===== config.mk =====
export PLATFORM = sky130hd
export DESIGN_NAME = pflm_ctrl
export DESIGN_NICKNAME = d
export VERILOG_FILES = /design/src/rtl/core/pflm_pkg.sv /design/src/rtl/core/pflm_ctrl.sv
export SDC_FILE = /design/constraint.sdc
export NUM_CORES = 1
export LEC_CHECK = 0
export BUFFER_PORTS_ARGS = -buffer_cell sky130_fd_sc_hd__buf_2
export CAP_MARGIN = 15
export CORE_AREA = 2 2 39 41
export CTS_CLUSTER_DIAMETER = 80
export DETAILED_ROUTE_END_ITERATION = 8
export DIE_AREA = 0 0 41 43
export PLACE_DENSITY_LB_ADDON = 0.3
export SLEW_MARGIN = 10
export SYNTH_ARGS = -nofsm -noshare
export SYNTH_HDL_FRONTEND = slang
export SYNTH_SLANG_ARGS = --single-unit

===== constraint.sdc =====
create_clock -name clk -period 3.19 [get_ports clk]
set_input_delay 0.1595 -clock clk [delete_from_list [all_inputs] [get_ports clk]]
set_output_delay 0.1595 -clock clk [all_outputs]
set_load 0.02 [all_outputs]

===== src/rtl/core/pflm_pkg.sv =====
// Shared types and constants for the per-flow latency/jitter/loss monitor.
// Used by pflm_ctrl, pflm_datapath and the top level; depends on nothing.
`default_nettype none

package pflm_pkg;

    // Field widths fixed by the arrival and result formats
    localparam int unsigned FLOW_W     = 4;
    localparam int unsigned SEQ_W      = 32;
    localparam int unsigned TIME_W     = 48;
    localparam int unsigned CNT_W      = 48;
    localparam int unsigned LAT_W      = 49;
    localparam int unsigned DIFF_W     = 50;
    localparam int unsigned LSUM_W     = 64;
    localparam int unsigned JSUM_W     = 63;
    localparam int unsigned JIT_W      = 49;
    localparam int unsigned CFG_IDX_W  = 1;
    localparam int unsigned CFG_DATA_W = 48;

    // Configuration register indexes
    localparam logic [CFG_IDX_W-1:0] CFG_ENABLE     = 1'b0;
    localparam logic [CFG_IDX_W-1:0] CFG_START_TIME = 1'b1;

    // Saturation limits
    localparam logic [CNT_W-1:0]  CNT_MAX  = {CNT_W{1'b1}};
    localparam logic [JSUM_W-1:0] JSUM_MAX = {JSUM_W{1'b1}};
    localparam logic [LSUM_W-1:0] LSUM_MAX = {1'b0, {(LSUM_W-1){1'b1}}};
    localparam logic [LSUM_W-1:0] LSUM_MIN = {1'b1, {(LSUM_W-1){1'b0}}};

    // Controller sequence: an arrival that counts walks through these states in order
    typedef enum logic [2:0] {
        S_IDLE,
        S_CHECK,
        S_ACCUM,
        S_JIT,
        S_COMMIT
    } state_t;

    // Per-flow table entry (seen flag lives in flops beside the table)
    typedef struct packed {
        logic [SEQ_W-1:0]  prev_seq;
        logic [CNT_W-1:0]  recv_cnt;
        logic [CNT_W-1:0]  loss_cnt;
        logic [LSUM_W-1:0] lat_sum;
        logic [CNT_W-1:0]  lat_max;
        logic [JSUM_W-1:0] jit_sum;
        logic [JIT_W-1:0]  jit_max;
        logic [LAT_W-1:0]  prev_lat;
    } entry_t;

    // Controller to datapath
    typedef struct packed {
        logic load;
        logic check;
        logic accum;
        logic jit;
        logic commit;
    } cmd_t;

    // Datapath to controller
    typedef struct packed {
        logic drop;
    } status_t;

endpackage

`default_nettype wire


===== src/rtl/core/pflm_ctrl.sv =====
// Controller for the flow monitor: sequences one arrival through the
// read-modify-write of the flow table and owns the result valid flag.
// Depends on pflm_pkg.
`default_nettype none

module pflm_ctrl (
    input  wire logic             clk,
    input  wire logic             rst_n,
    input  wire logic             in_valid,
    output logic                  in_ready,
    output logic                  out_valid,
    input  wire logic             out_ready,
    input  wire pflm_pkg::status_t status,
    output pflm_pkg::cmd_t        cmd
);

    pflm_pkg::state_t state_reg;
    pflm_pkg::state_t state_next;
    logic             out_valid_reg;
    logic             out_valid_next;
    logic             out_free;

    // Output register is free when empty or being drained this cycle
    assign out_free = !out_valid_reg || out_ready;

    // Next state
    always_comb
    begin
        state_next = state_reg;
        unique case (state_reg)
            pflm_pkg::S_IDLE:
            begin
                if (in_valid)
                    state_next = pflm_pkg::S_CHECK;
            end
            pflm_pkg::S_CHECK:
            begin
                if (status.drop)
                    state_next = pflm_pkg::S_IDLE;
                else
                    state_next = pflm_pkg::S_ACCUM;
            end
            pflm_pkg::S_ACCUM:  state_next = pflm_pkg::S_JIT;
            pflm_pkg::S_JIT:    state_next = pflm_pkg::S_COMMIT;
            pflm_pkg::S_COMMIT:
            begin
                if (out_free)
                    state_next = pflm_pkg::S_IDLE;
            end
            default:            state_next = pflm_pkg::S_IDLE;
        endcase
    end

    // Commands and handshake outputs
    always_comb
    begin
        in_ready   = (state_reg == pflm_pkg::S_IDLE);
        cmd.load   = in_ready && in_valid;
        cmd.check  = (state_reg == pflm_pkg::S_CHECK);
        cmd.accum  = (state_reg == pflm_pkg::S_ACCUM);
        cmd.jit    = (state_reg == pflm_pkg::S_JIT);
        cmd.commit = (state_reg == pflm_pkg::S_COMMIT) && out_free;
    end

    // Result valid: set on commit, cleared on transfer
    always_comb
    begin
        out_valid_next = out_valid_reg;
        if (cmd.commit)
            out_valid_next = 1'b1;
        else if (out_ready)
            out_valid_next = 1'b0;
    end

    assign out_valid = out_valid_reg;

    always_ff @(posedge clk or negedge rst_n)
    begin
        if (!rst_n)
        begin
            state_reg     <= pflm_pkg::S_IDLE;
            out_valid_reg <= 1'b0;
        end
        else
        begin
            state_reg     <= state_next;
            out_valid_reg <= out_valid_next;
        end
    end

endmodule

`default_nettype wire


==> summary.txt <==
Logic synthesis
  – Yosys warning count: 0
  – Complex-gate fraction of the synthesized area: 7.65%
  – Register area share after synthesis: 47.1%
  – Cells after Synth: 20
  – Yosys cell types: 14
  – Post-Syn Area per Cell: 10.6 sq um
  – Synth top area share: 47.1%
  – Largest family of logic cells by synthesized area: simple AND/OR/NAND/NOR gates
  – Multiplexer area fraction after synthesis: 0%
  – Area leader, netlist: dfrtp_1
  – Simple-gate share of the synthesized area: 41.8%
  – Post-Syn Area: 213 sq um
  – Post-Synth XOR/XNOR Area: 0%
  – Synthesized flop and latch total: 4
  – Synth Net Count: 25
  – Main area contributors after synthesis: dfrtp_1, nor3b_1, nand2b_1
  – Post-Synth Adder-Cell Area: 0%

Die
  – Total core area: 1380 sq um
  – Initial Utilization: 15.4%
  – Ports: 12
  – Die Width: 41 um
  – Die Span Y: 43 um
  – Die ar.: 1760 sq um
  – Std-Cell Rows: 14

Timing
  – Unrepaired setup endpoints after global routing: false
  – Max Freq: 0.646 GHz
  – Tcrit/Tclk final: 48.5%
  – Worst Skew: 0.00293 ns
  – Min cycle time layout: 1.55 ns
  – Final hold slack: 0.184 ns
  – Final Setup Violations: 0
  – Final Hold Fails: 0
  – Setup TNS: 0 ns
  – Final Slew Violations: 0
  – Worst slew margin: 84.7%
  – Worst Tran Pin Value: 0.230 ns

Clock network
  – CTS H-tree depth: 1
  – Post-cts resize count: 0
  – Num CTS Buffers: 3
  – Clk Latency, worst-skew pair: 0.24 ns
  – CTS clock-pin slew for the worst setup and hold paths: 0.04 ns
  – TritonCTS clock tree: done
  – Clk buf depth: 2
  – CTS Root Cell: clkbuf_4
  – CTS Sinks: 4

Critical path
  – Critical path class: flop to output port
  – CP arrival: 1.39 ns
  – Worst r2r dst: state_reg[2]
  – Worst Path Required: 3.03 ns
  – Reg2reg path depth: 2
  – Crit end category: output port
  – R2R setup slack: 2.12 ns
  – Startpoint Class: flop
  – Crit Reg-Reg Startpoint: state_reg[0]
  – Max Fanout on Critical Path: 8

Detailed routing
  – WL per Instance: 9.76 um
  – DR vias/cell: 3.58
  – DRC errors left: 0
  – 1st-iter DRT viols: 0
  – First-pass DRT Iterations: 1
  – Antenna viol nets, final: 0
  – Post-Route WL: 488 um
  – Vias: 179

Final layout
  – Share of cells above drive strength 1: 50.0%
  – Synth-to-layout area growth: 47.1%
  – Commonest non-fill, non-tap cell in the layout: buf_2
  – Ant. Diodes: 0
  – Fin nets: 41
  – Commonest non-fill, non-tap cells in the layout: buf_2, dfrtp_1, clkbuf_4
  – Finished Layout Cells: 50
  – Final Instance Area: 313 sq um
  – Number of flip-flops in the largest register: 3

Outcome
  – Outcome: finished, final reports clean

Power and ir drop
  – Overall power: 0.303 mW
  – Worst vdd ir: 421 uV
  – Leakage: 0.167 nW
  – Power Dens Cells: 969 nW/um^2

Job
  – Max-cap violations: 0

Worst hold path
  – Hold Path End: state_reg[1]
  – Hold_sp: status
  – Hold path depth: 3
  – HP Class: input pin to flop

Placed design
  – Port Buffers: 11
  – RePlAce Congestion: 0.648
  – Post-placement cell count: 46
  – HPWL Detailed: 335 um
  – Placed inst area: 280 sq um

Global routing
  – Initial antenna violation count: 0
  – GR Overflow Total: 0
  – First-pass GRT wire length: 683 um
  – GRT Util Overall: 6.55%
  – Largest net degree at the start of global routing: 9
  – Vias in the first global route: 152
[where the power goes]
part	internal, mW	switching, mW
logic	0.0598	0.0781
clock network	0.0423	0.0230
registers	0.0699	0.0300
[how the worst max path moves through the flow]
stage            startpoint      to  slack (ns)  cells past startpoint
2_1_floorplan  state_reg[2]  cmd[4]        1.74                      2
3_3_place_gp   state_reg[0]  cmd[0]        1.90                      3
3_5_place_dp   state_reg[0]  cmd[0]        1.90                      3
4_1_cts        state_reg[0]  cmd[0]        1.65                      3
5_1_grt        state_reg[0]  cmd[0]        1.59                      3
6_report       state_reg[0]  cmd[0]        1.64                      3
[Yosys cell counts]
cell and count:
a21oi_1 1, and2_1 1, and3b_1 1, buf_4 1
dfrtp_1 4, nand2_1 1, nand2b_1 2, nor2_1 1
nor2b_2 1, nor3_1 2, nor3b_1 2, o21bai_2 1
or3b_1 1, or3b_4 1
[logic make-up (layout without fill, tap and decap cells)]
group / Yosys count / count (layout)
AND/OR/NAND/NOR: 13 / 13
buffers and inverters: 1 / 15
AO/OA/AOI/OAI: 2 / 2
flip-flops: 4 / 4
[metal layers]
metal  vias up  share of wire, %  GRT usage [%]
met1        70                54           10.1
li1         97                 -              -
met4         0                 0           6.00
met3         0                14           4.71
met5         -                 0              0
met2        12                32           5.00
[critical path, cell delays in order (launching register included)]
cell     delay [ns]
dfrtp_1        0.44
or3b_4         0.44
nor2b_2        0.10
buf_2          0.16
[through the flow]
stage | utilization [%] | worst slack, ns
after floorplan | - | 1.74
after global placement | 20.3 | 1.90
after detailed placement | 20.3 | 1.90
after CTS | 22.6 | 1.65
after global routing | 22.6 | 1.59
final | 22.6 | 1.64
[repair_timing]
| item | 4_1_cts | 5_1_grt |
|---|---|---|
| endpoints found under the hold margin | 4 | 0 |
| hold buffers | 1 | 0 |
| setup buffers | 0 | 0 |
[final cells by class]
class                   instances  area (sq um)
flip-flops and latches          4           100
well taps                      16          20.0
repair buffers                 12          65.1
clock buffers                   3          22.5
multi-input cells              15           105
fillers                       148          1070
(Power assumes the default switching activity.)
